--- src/rtl/lwfa_pkg.sv ---
`default_nettype none

package lwfa_pkg;

    localparam int DEFAULT_MAX_LEDS = 32;

    localparam int LEN_W      = 6;
    localparam int HUE_W      = 9;
    localparam int CH_W       = 8;
    localparam int TIME_W     = 32;
    localparam int CFG_W      = 32;
    localparam int CFG_IDX_W  = 3;
    localparam int OUT_DATA_W = 40;
    localparam int FADE_STEP  = 5;

    typedef enum logic [1:0] {
        OP_TICK    = 2'd0,
        OP_WIPE    = 2'd1,
        OP_FADE    = 2'd2,
        OP_REFRESH = 2'd3
    } op_t;

    localparam logic [1:0] AS_WAITING = 2'd0;
    localparam logic [1:0] AS_UPDATED = 2'd1;
    localparam logic [1:0] AS_DONE    = 2'd2;

    localparam logic [1:0] MODE_IDLE = 2'd0;
    localparam logic [1:0] MODE_WIPE = 2'd1;
    localparam logic [1:0] MODE_FADE = 2'd2;

    localparam logic KIND_STATUS = 1'b0;
    localparam logic KIND_PIXEL  = 1'b1;

    localparam logic [CFG_IDX_W-1:0] CFG_TARGET_HUE = 3'd0;
    localparam logic [CFG_IDX_W-1:0] CFG_TARGET_SAT = 3'd1;
    localparam logic [CFG_IDX_W-1:0] CFG_TARGET_VAL = 3'd2;
    localparam logic [CFG_IDX_W-1:0] CFG_WIPE_FIRST = 3'd3;
    localparam logic [CFG_IDX_W-1:0] CFG_WIPE_LAST  = 3'd4;
    localparam logic [CFG_IDX_W-1:0] CFG_FADE_COUNT = 3'd5;
    localparam logic [CFG_IDX_W-1:0] CFG_INTERVAL   = 3'd6;
    localparam logic [CFG_IDX_W-1:0] CFG_STRIP_LEN  = 3'd7;

    typedef struct packed {
        logic [HUE_W-1:0] hue;
        logic [CH_W-1:0]  sat;
        logic [CH_W-1:0]  val;
    } pixel_t;

    typedef struct packed {
        logic take_item;
        logic execute;
        logic idx_clear;
        logic idx_step;
        logic mem_read;
        logic fade_write;
        logic fade_finish;
        logic emit_status;
        logic emit_pixel;
    } lwfa_cmd_t;

    typedef struct packed {
        op_t  op;
        logic fade_step;
        logic fade_done;
        logic stream_end;
        logic out_free;
        logic changed;
    } lwfa_stat_t;

    typedef logic [255:0][CH_W-1:0] gamma_rom_t;

    // Entry v counts the rounding thresholds k + 0.5 that 255 * (v / 255)^2.2 reaches, using the exact
    // integer test 32 * v^11 >= (2k + 1)^5 * 255^6.
    function automatic gamma_rom_t build_gamma();
        gamma_rom_t   rom;
        logic [127:0] lhs;
        logic [127:0] rhs;
        logic [127:0] odd;
        int           n;
        logic         stop;
        n = 0;
        for (int v = 0; v < 256; v++)
        begin
            lhs = 128'd32;
            for (int t = 0; t < 11; t++)
            begin
                lhs = lhs * 128'(v);
            end
            stop = 1'b0;
            while (n < 255 && !stop)
            begin
                odd = 128'(2 * n + 1);
                rhs = 128'd1;
                for (int t = 0; t < 5; t++)
                begin
                    rhs = rhs * odd;
                end
                for (int t = 0; t < 6; t++)
                begin
                    rhs = rhs * 128'd255;
                end
                if (lhs >= rhs)
                begin
                    n++;
                end
                else
                begin
                    stop = 1'b1;
                end
            end
            rom[v] = 8'(n);
        end
        return rom;
    endfunction

    localparam gamma_rom_t GAMMA_ROM = build_gamma();

endpackage

`default_nettype wire

--- src/rtl/lwfa_ctrl.sv ---
`default_nettype none

module lwfa_ctrl (
    input  logic                   clk,
    input  logic                   rst_n,
    input  logic                   s_tvalid,
    output logic                   s_tready,
    input  lwfa_pkg::lwfa_stat_t   stat,
    output lwfa_pkg::lwfa_cmd_t    cmd
);
    import lwfa_pkg::*;

    typedef enum logic [6:0] {
        S_IDLE    = 7'b0000001,
        S_EXEC    = 7'b0000010,
        S_FADE_RD = 7'b0000100,
        S_FADE_WR = 7'b0001000,
        S_STATUS  = 7'b0010000,
        S_STR_RD  = 7'b0100000,
        S_STR_OUT = 7'b1000000
    } state_t;

    state_t state_reg;
    state_t state_next;

    assign s_tready = (state_reg == S_IDLE);

    always_comb
    begin
        state_next = state_reg;
        cmd        = '0;
        unique case (state_reg)
            S_IDLE:
            begin
                if (s_tvalid)
                begin
                    cmd.take_item = 1'b1;
                    state_next    = S_EXEC;
                end
            end
            S_EXEC:
            begin
                cmd.execute   = 1'b1;
                cmd.idx_clear = 1'b1;
                if (stat.op == OP_REFRESH)
                begin
                    state_next = S_STR_RD;
                end
                else if (stat.fade_step)
                begin
                    state_next = S_FADE_RD;
                end
                else
                begin
                    state_next = S_STATUS;
                end
            end
            S_FADE_RD:
            begin
                if (stat.fade_done)
                begin
                    cmd.fade_finish = 1'b1;
                    state_next      = S_STATUS;
                end
                else
                begin
                    cmd.mem_read = 1'b1;
                    state_next   = S_FADE_WR;
                end
            end
            S_FADE_WR:
            begin
                cmd.fade_write = 1'b1;
                cmd.idx_step   = 1'b1;
                state_next     = S_FADE_RD;
            end
            S_STATUS:
            begin
                if (stat.out_free)
                begin
                    cmd.emit_status = 1'b1;
                    cmd.idx_clear   = 1'b1;
                    state_next      = stat.changed ? S_STR_RD : S_IDLE;
                end
            end
            S_STR_RD:
            begin
                cmd.mem_read = 1'b1;
                state_next   = S_STR_OUT;
            end
            S_STR_OUT:
            begin
                if (stat.out_free)
                begin
                    cmd.emit_pixel = 1'b1;
                    cmd.idx_step   = 1'b1;
                    state_next     = stat.stream_end ? S_IDLE : S_STR_RD;
                end
            end
            default:
            begin
                state_next = S_IDLE;
            end
        endcase
    end

    always_ff @(posedge clk or negedge rst_n)
    begin
        if (!rst_n)
        begin
            state_reg <= S_IDLE;
        end
        else
        begin
            state_reg <= state_next;
        end
    end

endmodule

`default_nettype wire

--- src/rtl/lwfa_datapath.sv ---
`default_nettype none

module lwfa_datapath #(
    parameter int MAX_LEDS = lwfa_pkg::DEFAULT_MAX_LEDS
) (
    input  logic                                clk,
    input  logic                                rst_n,
    input  logic                                cfg_we,
    input  logic [lwfa_pkg::CFG_IDX_W-1:0]      cfg_index,
    input  logic [lwfa_pkg::CFG_W-1:0]          cfg_data,
    input  logic [lwfa_pkg::TIME_W-1:0]         s_tdata,
    input  logic [1:0]                          s_tuser,
    output logic                                m_tvalid,
    input  logic                                m_tready,
    output logic [lwfa_pkg::OUT_DATA_W-1:0]     m_tdata,
    output logic                                m_tuser,
    output logic                                m_tlast,
    input  lwfa_pkg::lwfa_cmd_t                 cmd,
    output lwfa_pkg::lwfa_stat_t                stat
);
    import lwfa_pkg::*;

    localparam int IDX_W = (MAX_LEDS > 1) ? $clog2(MAX_LEDS) : 1;

    // Configuration registers.
    logic [HUE_W-1:0]  cfg_hue_reg;
    logic [CH_W-1:0]   cfg_sat_reg;
    logic [CH_W-1:0]   cfg_val_reg;
    logic [CH_W-1:0]   cfg_first_reg;
    logic [CH_W-1:0]   cfg_last_reg;
    logic [CH_W-1:0]   cfg_count_reg;
    logic [TIME_W-1:0] cfg_interval_reg;
    logic [LEN_W-1:0]  cfg_len_reg;

    // Current item.
    op_t               op_reg;
    logic [TIME_W-1:0] now_reg;

    // Animation state.
    logic [1:0]        mode_reg,      mode_next;
    logic [1:0]        run_status_reg, run_status_next;
    logic [TIME_W-1:0] last_step_reg, last_step_next;
    logic signed [7:0] pos_reg,       pos_next;
    logic signed [7:0] end_reg,       end_next;
    logic              down_reg,      down_next;
    logic [HUE_W-1:0]  run_hue_reg,   run_hue_next;
    logic [CH_W-1:0]   run_sat_reg,   run_sat_next;
    logic [CH_W-1:0]   run_val_reg,   run_val_next;
    logic [TIME_W-1:0] run_interval_reg, run_interval_next;
    logic [LEN_W-1:0]  run_count_reg, run_count_next;
    logic [LEN_W-1:0]  idx_reg,       idx_next;
    logic              changed_reg,   changed_next;
    logic [1:0]        res_status_reg, res_status_next;
    logic              res_last_reg,  res_last_next;

    // Frame store.
    pixel_t            mem [MAX_LEDS];
    logic [MAX_LEDS-1:0] valid_reg;
    pixel_t            rd_data_reg;
    logic              rd_valid_reg;
    logic              mem_we;
    logic [IDX_W-1:0]  mem_waddr;
    pixel_t            mem_wdata;

    // Output register.
    logic              out_valid_reg;
    logic              out_kind_reg;
    logic [1:0]        out_status_reg;
    logic [LEN_W-1:0]  out_index_reg;
    logic [HUE_W-1:0]  out_hue_reg;
    logic [CH_W-1:0]   out_sat_reg;
    logic [CH_W-1:0]   out_level_reg;
    logic              out_last_reg;

    logic [LEN_W-1:0]  len_eff;
    logic signed [7:0] len_s;
    logic signed [7:0] first_s;
    logic signed [7:0] last_s;
    logic signed [7:0] first_clamp;
    logic signed [7:0] last_clamp;
    logic [TIME_W-1:0] elapsed;
    logic              due;
    logic              passed;
    logic              stepping;
    logic              paint;
    pixel_t            entry;
    logic signed [9:0] diff;
    logic [CH_W-1:0]   fade_val;
    logic              fade_we;
    logic              out_free;

    always_comb
    begin
        if (cfg_len_reg == '0)
        begin
            len_eff = LEN_W'(1);
        end
        else if (cfg_len_reg > LEN_W'(MAX_LEDS))
        begin
            len_eff = LEN_W'(MAX_LEDS);
        end
        else
        begin
            len_eff = cfg_len_reg;
        end
    end

    assign len_s   = signed'({2'b00, len_eff});
    assign first_s = signed'(cfg_first_reg);
    assign last_s  = signed'(cfg_last_reg);

    always_comb
    begin
        first_clamp = first_s;
        if (first_s >= len_s)
        begin
            first_clamp = len_s - 8'sd1;
        end
        if (first_s < 8'sd0)
        begin
            first_clamp = 8'sd0;
        end
        last_clamp = last_s;
        if (last_s >= len_s)
        begin
            last_clamp = len_s - 8'sd1;
        end
        if (last_s < 8'sd0)
        begin
            last_clamp = 8'sd0;
        end
    end

    assign elapsed  = now_reg - last_step_reg;
    assign due      = (elapsed >= run_interval_reg);
    assign passed   = down_reg ? (pos_reg < end_reg) : (pos_reg > end_reg);
    assign stepping = (op_reg == OP_TICK) && (mode_reg != MODE_IDLE)
                      && (run_status_reg != AS_DONE) && due;
    assign paint    = cmd.execute && stepping && (mode_reg == MODE_WIPE) && !passed;

    assign entry = rd_valid_reg ? rd_data_reg : '0;
    assign diff  = signed'({2'b00, run_val_reg}) - signed'({2'b00, entry.val});

    always_comb
    begin
        if (diff < 10'(FADE_STEP) && diff > -10'(FADE_STEP))
        begin
            fade_val = run_val_reg;
        end
        else if (diff > 10'sd0)
        begin
            fade_val = entry.val + CH_W'(FADE_STEP);
        end
        else
        begin
            fade_val = entry.val - CH_W'(FADE_STEP);
        end
    end

    assign fade_we       = cmd.fade_write && (diff != 10'sd0);
    assign mem_we        = paint || fade_we;
    assign mem_waddr     = paint ? pos_reg[IDX_W-1:0] : idx_reg[IDX_W-1:0];
    assign mem_wdata.hue = run_hue_reg;
    assign mem_wdata.sat = run_sat_reg;
    assign mem_wdata.val = paint ? run_val_reg : fade_val;

    assign out_free = !out_valid_reg || m_tready;

    assign stat.op         = op_reg;
    assign stat.fade_step  = stepping && (mode_reg == MODE_FADE);
    assign stat.fade_done  = (idx_reg == run_count_reg);
    assign stat.stream_end = (idx_reg == len_eff - LEN_W'(1));
    assign stat.out_free   = out_free;
    assign stat.changed    = changed_reg;

    always_comb
    begin
        mode_next         = mode_reg;
        run_status_next   = run_status_reg;
        last_step_next    = last_step_reg;
        pos_next          = pos_reg;
        end_next          = end_reg;
        down_next         = down_reg;
        run_hue_next      = run_hue_reg;
        run_sat_next      = run_sat_reg;
        run_val_next      = run_val_reg;
        run_interval_next = run_interval_reg;
        run_count_next    = run_count_reg;
        changed_next      = changed_reg;
        res_status_next   = res_status_reg;
        res_last_next     = res_last_reg;
        idx_next          = idx_reg;

        if (cmd.execute)
        begin
            changed_next  = 1'b0;
            res_last_next = 1'b1;
            unique case (op_reg)
                OP_WIPE, OP_FADE:
                begin
                    run_hue_next      = cfg_hue_reg;
                    run_sat_next      = cfg_sat_reg;
                    run_val_next      = cfg_val_reg;
                    run_interval_next = cfg_interval_reg;
                    last_step_next    = now_reg;
                    run_status_next   = AS_WAITING;
                    res_status_next   = AS_WAITING;
                    if (op_reg == OP_WIPE)
                    begin
                        pos_next  = first_clamp;
                        end_next  = last_clamp;
                        down_next = (first_clamp > last_clamp);
                        mode_next = MODE_WIPE;
                    end
                    else
                    begin
                        run_count_next = (cfg_count_reg > {2'b00, len_eff}) ?
                                         len_eff : cfg_count_reg[LEN_W-1:0];
                        mode_next      = MODE_FADE;
                    end
                end
                OP_TICK:
                begin
                    priority if (mode_reg == MODE_IDLE || run_status_reg == AS_DONE)
                    begin
                        res_status_next = run_status_reg;
                    end
                    else if (!due)
                    begin
                        run_status_next = AS_WAITING;
                        res_status_next = AS_WAITING;
                    end
                    else
                    begin
                        last_step_next = now_reg;
                        if (mode_reg == MODE_WIPE)
                        begin
                            if (passed)
                            begin
                                run_status_next = AS_DONE;
                                res_status_next = AS_DONE;
                            end
                            else
                            begin
                                pos_next        = down_reg ? pos_reg - 8'sd1 : pos_reg + 8'sd1;
                                run_status_next = AS_UPDATED;
                                res_status_next = AS_UPDATED;
                            end
                        end
                    end
                end
                OP_REFRESH:
                begin
                    res_status_next = res_status_reg;
                end
            endcase
        end

        if (fade_we)
        begin
            changed_next = 1'b1;
        end

        if (cmd.fade_finish)
        begin
            run_status_next = changed_reg ? AS_UPDATED : AS_DONE;
            res_status_next = changed_reg ? AS_UPDATED : AS_DONE;
            res_last_next   = !changed_reg;
        end

        if (cmd.idx_clear)
        begin
            idx_next = '0;
        end
        else if (cmd.idx_step)
        begin
            idx_next = idx_reg + LEN_W'(1);
        end
    end

    always_ff @(posedge clk or negedge rst_n)
    begin
        if (!rst_n)
        begin
            cfg_hue_reg      <= '0;
            cfg_sat_reg      <= '0;
            cfg_val_reg      <= '0;
            cfg_first_reg    <= '0;
            cfg_last_reg     <= '0;
            cfg_count_reg    <= '0;
            cfg_interval_reg <= '0;
            cfg_len_reg      <= LEN_W'(32);
        end
        else if (cfg_we)
        begin
            unique case (cfg_index)
                CFG_TARGET_HUE: cfg_hue_reg      <= cfg_data[HUE_W-1:0];
                CFG_TARGET_SAT: cfg_sat_reg      <= cfg_data[CH_W-1:0];
                CFG_TARGET_VAL: cfg_val_reg      <= cfg_data[CH_W-1:0];
                CFG_WIPE_FIRST: cfg_first_reg    <= cfg_data[CH_W-1:0];
                CFG_WIPE_LAST:  cfg_last_reg     <= cfg_data[CH_W-1:0];
                CFG_FADE_COUNT: cfg_count_reg    <= cfg_data[CH_W-1:0];
                CFG_INTERVAL:   cfg_interval_reg <= cfg_data[TIME_W-1:0];
                CFG_STRIP_LEN:  cfg_len_reg      <= cfg_data[LEN_W-1:0];
                default:        cfg_len_reg      <= cfg_len_reg;
            endcase
        end
    end

    always_ff @(posedge clk)
    begin
        if (cmd.take_item)
        begin
            op_reg  <= op_t'(s_tuser);
            now_reg <= s_tdata;
        end
    end

    always_ff @(posedge clk or negedge rst_n)
    begin
        if (!rst_n)
        begin
            mode_reg         <= MODE_IDLE;
            run_status_reg   <= AS_WAITING;
            last_step_reg    <= '0;
            pos_reg          <= '0;
            end_reg          <= '0;
            down_reg         <= 1'b0;
            run_hue_reg      <= '0;
            run_sat_reg      <= '0;
            run_val_reg      <= '0;
            run_interval_reg <= '0;
            run_count_reg    <= '0;
            idx_reg          <= '0;
            changed_reg      <= 1'b0;
            res_status_reg   <= AS_WAITING;
            res_last_reg     <= 1'b1;
        end
        else
        begin
            mode_reg         <= mode_next;
            run_status_reg   <= run_status_next;
            last_step_reg    <= last_step_next;
            pos_reg          <= pos_next;
            end_reg          <= end_next;
            down_reg         <= down_next;
            run_hue_reg      <= run_hue_next;
            run_sat_reg      <= run_sat_next;
            run_val_reg      <= run_val_next;
            run_interval_reg <= run_interval_next;
            run_count_reg    <= run_count_next;
            idx_reg          <= idx_next;
            changed_reg      <= changed_next;
            res_status_reg   <= res_status_next;
            res_last_reg     <= res_last_next;
        end
    end

    always_ff @(posedge clk)
    begin
        if (mem_we)
        begin
            mem[mem_waddr] <= mem_wdata;
        end
    end

    always_ff @(posedge clk)
    begin
        if (cmd.mem_read)
        begin
            rd_data_reg <= mem[idx_reg[IDX_W-1:0]];
        end
    end

    // An entry that was never written reads as black.
    always_ff @(posedge clk or negedge rst_n)
    begin
        if (!rst_n)
        begin
            valid_reg    <= '0;
            rd_valid_reg <= 1'b0;
        end
        else
        begin
            if (mem_we)
            begin
                valid_reg[mem_waddr] <= 1'b1;
            end
            if (cmd.mem_read)
            begin
                rd_valid_reg <= valid_reg[idx_reg[IDX_W-1:0]];
            end
        end
    end

    always_ff @(posedge clk or negedge rst_n)
    begin
        if (!rst_n)
        begin
            out_valid_reg <= 1'b0;
        end
        else if (cmd.emit_status || cmd.emit_pixel)
        begin
            out_valid_reg <= 1'b1;
        end
        else if (m_tready)
        begin
            out_valid_reg <= 1'b0;
        end
    end

    always_ff @(posedge clk)
    begin
        if (cmd.emit_status)
        begin
            out_kind_reg   <= KIND_STATUS;
            out_status_reg <= res_status_reg;
            out_index_reg  <= '0;
            out_hue_reg    <= '0;
            out_sat_reg    <= '0;
            out_level_reg  <= '0;
            out_last_reg   <= res_last_reg;
        end
        else if (cmd.emit_pixel)
        begin
            out_kind_reg   <= KIND_PIXEL;
            out_status_reg <= AS_WAITING;
            out_index_reg  <= idx_reg;
            out_hue_reg    <= entry.hue;
            out_sat_reg    <= entry.sat;
            out_level_reg  <= GAMMA_ROM[entry.val];
            out_last_reg   <= stat.stream_end;
        end
    end

    assign m_tvalid = out_valid_reg;
    assign m_tuser  = out_kind_reg;
    assign m_tlast  = out_last_reg;
    assign m_tdata  = {7'd0, out_level_reg, out_sat_reg, out_hue_reg,
                       out_index_reg, out_status_reg};

endmodule

`default_nettype wire

--- src/rtl/led_wipe_fade_animator_core.sv ---
`default_nettype none

// Channel   Direction  Handshake           Contents
// s_*       in         s_tvalid/s_tready   tuser: operation; tdata: now_ms
// m_*       out        m_tvalid/m_tready   tuser: kind; tdata: status and pixel; tlast
// cfg_*     in         cfg_we              register index and write data
//
// Items are taken one at a time; the sequencer walks the frame store through its single
// read port. A start or plain tick yields a status beat, a refresh streams the frame,
// and a fade step reads and rewrites each faded LED before its status and, if any LED
// changed, its stream. The frame store reads as black after reset through per-entry valid
// bits, so no clearing pass is needed. A stalled output holds the sequencer in place.

module led_wipe_fade_animator_core #(
    parameter int MAX_LEDS = lwfa_pkg::DEFAULT_MAX_LEDS
) (
    input  logic                              clk,
    input  logic                              rst_n,
    input  logic                              cfg_we,
    input  logic [lwfa_pkg::CFG_IDX_W-1:0]    cfg_index,
    input  logic [lwfa_pkg::CFG_W-1:0]        cfg_data,
    input  logic                              s_tvalid,
    output logic                              s_tready,
    // now_ms [31:0]
    input  logic [lwfa_pkg::TIME_W-1:0]       s_tdata,
    // operation [1:0]
    input  logic [1:0]                        s_tuser,
    output logic                              m_tvalid,
    input  logic                              m_tready,
    // anim_status [1:0], pixel_index [7:2], pixel_hue [16:8], pixel_saturation [24:17],
    // pixel_level [32:25], zero [39:33]
    output logic [lwfa_pkg::OUT_DATA_W-1:0]   m_tdata,
    // kind [0]
    output logic                              m_tuser,
    output logic                              m_tlast
);
    import lwfa_pkg::*;

    lwfa_cmd_t  cmd;
    lwfa_stat_t stat;

    lwfa_ctrl u_ctrl (
        .clk      (clk),
        .rst_n    (rst_n),
        .s_tvalid (s_tvalid),
        .s_tready (s_tready),
        .stat     (stat),
        .cmd      (cmd)
    );

    lwfa_datapath #(
        .MAX_LEDS (MAX_LEDS)
    ) u_datapath (
        .clk       (clk),
        .rst_n     (rst_n),
        .cfg_we    (cfg_we),
        .cfg_index (cfg_index),
        .cfg_data  (cfg_data),
        .s_tdata   (s_tdata),
        .s_tuser   (s_tuser),
        .m_tvalid  (m_tvalid),
        .m_tready  (m_tready),
        .m_tdata   (m_tdata),
        .m_tuser   (m_tuser),
        .m_tlast   (m_tlast),
        .cmd       (cmd),
        .stat      (stat)
    );

endmodule

`default_nettype wire

--- config.mk ---
export PLATFORM = sky130hd
export DESIGN_NAME = led_wipe_fade_animator_core
export DESIGN_NICKNAME = d
export VERILOG_FILES = /design/src/rtl/lwfa_pkg.sv /design/src/rtl/lwfa_ctrl.sv /design/src/rtl/lwfa_datapath.sv /design/src/rtl/led_wipe_fade_animator_core.sv
export SDC_FILE = /design/constraint.sdc
export NUM_CORES = 2
export LEC_CHECK = 0
export BUFFER_PORTS_ARGS = -buffer_cell sky130_fd_sc_hd__buf_4
export CAP_MARGIN = 30
export CORE_ASPECT_RATIO = 0.5
export CORE_UTILIZATION = 55
export DETAILED_ROUTE_END_ITERATION = 8
export PLACE_DENSITY_LB_ADDON = 0.1
export SLEW_MARGIN = 20
export SYNTH_ARGS = -nofsm -noshare
export SYNTH_HDL_FRONTEND = slang
export SYNTH_SLANG_ARGS = --single-unit
--- constraint.sdc ---
create_clock -name clk -period 5.8 [get_ports clk]
set_clock_uncertainty 0.15 [all_clocks]
set_input_delay 1.16 -clock clk [delete_from_list [all_inputs] [get_ports clk]]
set_output_delay 1.16 -clock clk [all_outputs]
set_load 0.01 [all_outputs]
==> results summary <==
The run finished with clean final reports. The final-layout setup total negative slack came out at 0 ps. The core region is between 80000 and 90000 sq um. The clock sink count came out at 1148. The worst vdd rail ir drop came out at roughly 240 uV. The wire length of the first global-routing pass came out at between 150000 and 200000 um. The launch point of the critical path is u_datapath.now_reg[9]. In this run the static leakage power is between 20 and 25 nW. The area added between synthesis and finish is 15.2%.

The actual transition at the worst max-transition pin is roughly 920 ps. The worst setup slack before clock tree synthesis came out at a little over 80 ps. The final critical-path required period came out at roughly 5500 ps. In this design, the critical path's most frequently occurring cell is sky130_fd_sc_hd__buf_12. The instance count of the mapped netlist came out at about 3000. The number of warnings issued by yosys is 0. The largest fanout on the critical path came out at 16. The number of primary I/O pins came out at 118. CTS placed an instance of sky130_fd_sc_hd__clkbuf_16 at the clock tree root. The global placer's final weighted congestion came out at 0.891.

The max-cap violation count came out at 0. The number of distinct library cells after synthesis came out at 89. The number of global-route vias before repair is around 28000. The post-synthesis instance area is about 50000 sq um. The share of cells above drive strength 1 came out at 0.302. The antenna cell count came out at 0. The destination of the worst register-to-register timing path is u_datapath.mem[3][15]. The count of endpoints failing hold in the final timing report is 0. The HPWL reported at the end of detailed placement is approximately 78000 um.

The critical path data required time came out at around 6100 ps. In the final layout, the multi-input gates occupy approximately 16000 sq um. The critical path's slowest cell is sky130_fd_sc_hd__a2111o_1. Setup repair after global routing left no endpoint under its margin. Counting the fill cells in the layout gives 6200. For the worst flop-to-flop path, the logic depth is 20. By startpoint and endpoint, the worst setup path is classified as flop to flop. The ratio of total power to cell area is ~440 nW/um^2. The number of H-tree levels is 3. The number of detailed-routing iterations run before antenna repair is 5. The number of max-slew violations in the final report is 0. The highest attainable clock frequency came out at approximately 0.18 GHz. The remaining antenna violation count is 0.

sky130_fd_sc_hd__edfxtp_1 is the most common cell in the netlist. TritonCTS built the clock tree. Across every metal layer, demand over resource in global routing totals 0.265.

The count of placed standard cells in the final layout, fillers left out is between 4000 and 5000. The die span in x is 428 um. The sum of internal, switching and leakage power came out at 25.0 mW. The number of violations reported at the end of detailed-routing iteration 0 came out at a little under 3000. In the final routed layout, each cell accounts on average for between 20 and 30 um. After clock tree synthesis, the clock-pin slew on the worst setup and hold paths is roughly 70 ps. The most critical setup path has its endpoint at u_datapath.mem[3][15]. Global routing finished with a remaining overflow of 0. The post-synthesis register bit count is 1148. The die boundary height is 215 um. The signal on the critical path passes through ha_1, a21o_1, o21a_1, a2111o_1, o2111a_1, nor2_1, o21ai_0, o41ai_2, xnor2_1, ha_1, nand4_1, nor4_1, buf_4, a31oi_2, a211oi_2, buf_12, a32oi_2, buf_12, nor2_4, buf_12.

The number of flip-flops in the largest register came out at 800. The floorplan row count is between 70 and 80. The net count of the finished layout is ~3400. On the worst path, the slowest cell contributes a delay of around 400 ps.

By area the synthesized netlist is led by sky130_fd_sc_hd__edfxtp_1 52%, sky130_fd_sc_hd__dfrtp_1 13%, sky130_fd_sc_hd__mux4_2 12%. The post-synthesis area per instance came out at 16.8 sq um. Among all flip-flop cells after synthesis, the most frequent one is sky130_fd_sc_hd__edfxtp_1.

The flop-to-flop setup slack is around 300 ps. The final hold slack is between 200 and 300 ps. The number of setup violations in the final report is 0. The via-per-instance ratio came out at between 6 and 7. The async set-or-reset flop fraction in the synthesized netlist is 0.221.

Clock tree synthesis inserted a total of between 90 and 100 buffers. The final wirelength came out at 121000 um. The worst setup margin came out at approximately 300 ps. The number of cells after detailed placement came out at approximately 4300.

For this block, the via count after detailed routing is 28000. The startpoint of the worst register-to-register path is u_datapath.now_reg[9]. The register ranked first by flip-flop count is u_datapath.mem. Of all cell types, the one taking the most synthesized area is sky130_fd_sc_hd__edfxtp_1. The maximum buffer depth of the clock tree came out at 3. STA classifies the critical path startpoint as a flop. The pin count of the biggest net entering global routing is 109. The clock insertion delay at the later pin of the skew report came out at around 730 ps. The worst slew margin relative to its limit is 0.384. The number of buffers inserted by port buffering came out at 110.

The initial antenna violation count is 5. The overall die area came out at 92000 sq um. The share of the Yosys chip area taken by registers is 0.659. The worst hold path belongs to the class flop to flop. The share of Yosys cell area claimed by the top area cell type is 0.519. The arrival time of data at the critical path endpoint came out at between 5000 and 6000 ps. The effective utilization at floorplan is 0.560.

For this run, design rule violations remaining after detail routing come to 0. The hold path depth is 1. Buffers inserted to repair hold after CTS numbered 0.

The commonest cells after synthesis are 862 x sky130_fd_sc_hd__edfxtp_1, 261 x sky130_fd_sc_hd__mux4_2, 251 x sky130_fd_sc_hd__dfrtp_1. The number of enable flip-flop cells after synthesis came out at around 860. Dividing the final minimum period by the clock period gives 0.948. Summing all flip-flop and latch instances after layout gives ~33000 sq um. STA classifies the critical path endpoint as a flop.
## per-stage QoR
stage	area [sq um]	utilization
global route	57500	0.645
floorplan	50000	-
CTS	57300	0.643
finish	57500	0.645
detailed placement	53900	0.605
global placement	53700	0.603
## routing by layer
| layer | global-route usage | vias to the layer above | part of all wire |
|---|---|---|---|
| met4 | 0.0600 | 2 | 0.018 |
| met3 | 0.0532 | 159 | 0.074 |
| met5 | 0 | - | 0.000091 |
| met1 | 0.390 | 14700 | 0.44 |
| met2 | 0.413 | 1008 | 0.47 |
| li1 | - | 12100 | - |
## cell families after synthesis
family | Yosys count | share of synthesized area
muxes | 501 | 0.171
other | 1 | 0.0000752
DFF | 1148 | 0.659
adders and majority gates | 139 | 0.0355
xor gates and xnor gates | 63 | 0.0111
and+or+nand+nor | 431 | 0.0423
AOI/OAI and AO/OA | 428 | 0.0602
buffers and inverters | 252 | 0.0204
## layout make-up
type | instances | area share
Timing Repair Buffer | 259 | 0.0498
Multi-Input combinational cell | 1573 | 0.285
Tap cell | 1185 | 0.0258
Clock buffer | 132 | 0.0481
Clock inverter | 53 | 0.0110
Sequential cell | 1148 | 0.573
Inverter | 112 | 0.00731
## placed cells by master (no fill, tap or decap), types with 10 or more instances in the layout
master / count
sky130_fd_sc_hd__a211o_1: 10
sky130_fd_sc_hd__a211oi_1: 13
sky130_fd_sc_hd__a21o_1: 43
sky130_fd_sc_hd__a21oi_1: 81
sky130_fd_sc_hd__a22o_1: 22
sky130_fd_sc_hd__and3_1: 11
sky130_fd_sc_hd__buf_12: 64
sky130_fd_sc_hd__buf_4: 181
sky130_fd_sc_hd__buf_8: 13
sky130_fd_sc_hd__bufinv_16: 11
sky130_fd_sc_hd__clkbuf_1: 18
sky130_fd_sc_hd__clkbuf_16: 101
sky130_fd_sc_hd__clkbuf_8: 12
sky130_fd_sc_hd__clkinv_1: 14
sky130_fd_sc_hd__clkinv_2: 19
sky130_fd_sc_hd__dfrtp_1: 242
sky130_fd_sc_hd__dfxtp_1: 32
sky130_fd_sc_hd__edfxtp_1: 862
sky130_fd_sc_hd__ha_1: 135
sky130_fd_sc_hd__inv_1: 109
sky130_fd_sc_hd__mux2_2: 212
sky130_fd_sc_hd__mux2_4: 12
sky130_fd_sc_hd__mux2i_1: 19
sky130_fd_sc_hd__mux4_2: 261
sky130_fd_sc_hd__nand2_1: 118
sky130_fd_sc_hd__nand2b_1: 22
sky130_fd_sc_hd__nand3_1: 27
sky130_fd_sc_hd__nand4_1: 21
sky130_fd_sc_hd__nor2_1: 90
sky130_fd_sc_hd__nor2_4: 33
sky130_fd_sc_hd__nor2b_1: 19
sky130_fd_sc_hd__nor3_1: 19
sky130_fd_sc_hd__nor3b_1: 14
sky130_fd_sc_hd__o211ai_1: 10
sky130_fd_sc_hd__o21a_1: 16
sky130_fd_sc_hd__o21ai_0: 80
sky130_fd_sc_hd__o21bai_1: 38
sky130_fd_sc_hd__xnor2_1: 38
sky130_fd_sc_hd__xor2_1: 25
## power by group
group / switching [mW] / internal, mW
sequential: 0.750 / 10.7
clock: 3.06 / 3.87
combinational: 3.88 / 2.76
total: 7.69 / 17.4
## repair_timing
action,4_1_cts,5_1_grt
setup endpoints to repair,0,1050
resized for setup,0,18
buffers inserted,0,0
## worst min path at each step
stage / startpoint / endpoint / slack (ps)
floorplan: u_datapath.rd_data_reg[16] / u_datapath.out_hue_reg[0] / 290
global placement: u_datapath.rd_data_reg[23] / u_datapath.out_hue_reg[7] / 290
detailed placement: u_datapath.rd_data_reg[15] / u_datapath.out_sat_reg[7] / 290
CTS: u_datapath.rd_data_reg[15] / u_datapath.out_sat_reg[7] / 300
global route: u_datapath.rd_data_reg[15] / u_datapath.out_sat_reg[7] / 320
finish: u_datapath.rd_data_reg[15] / u_datapath.out_sat_reg[7] / 290
## critical path: cells and delay by family (launching register included)
family / cells / cell delay [ps]
AOI/OAI and AO/OA: 9 / 2190
xor gates and xnor gates: 1 / 110
adders and majority gates: 2 / 660
buffers and inverters: 4 / 790
DFF: 1 / 390
and+or+nand+nor: 4 / 850
Power figures use the tool's default switching activity.
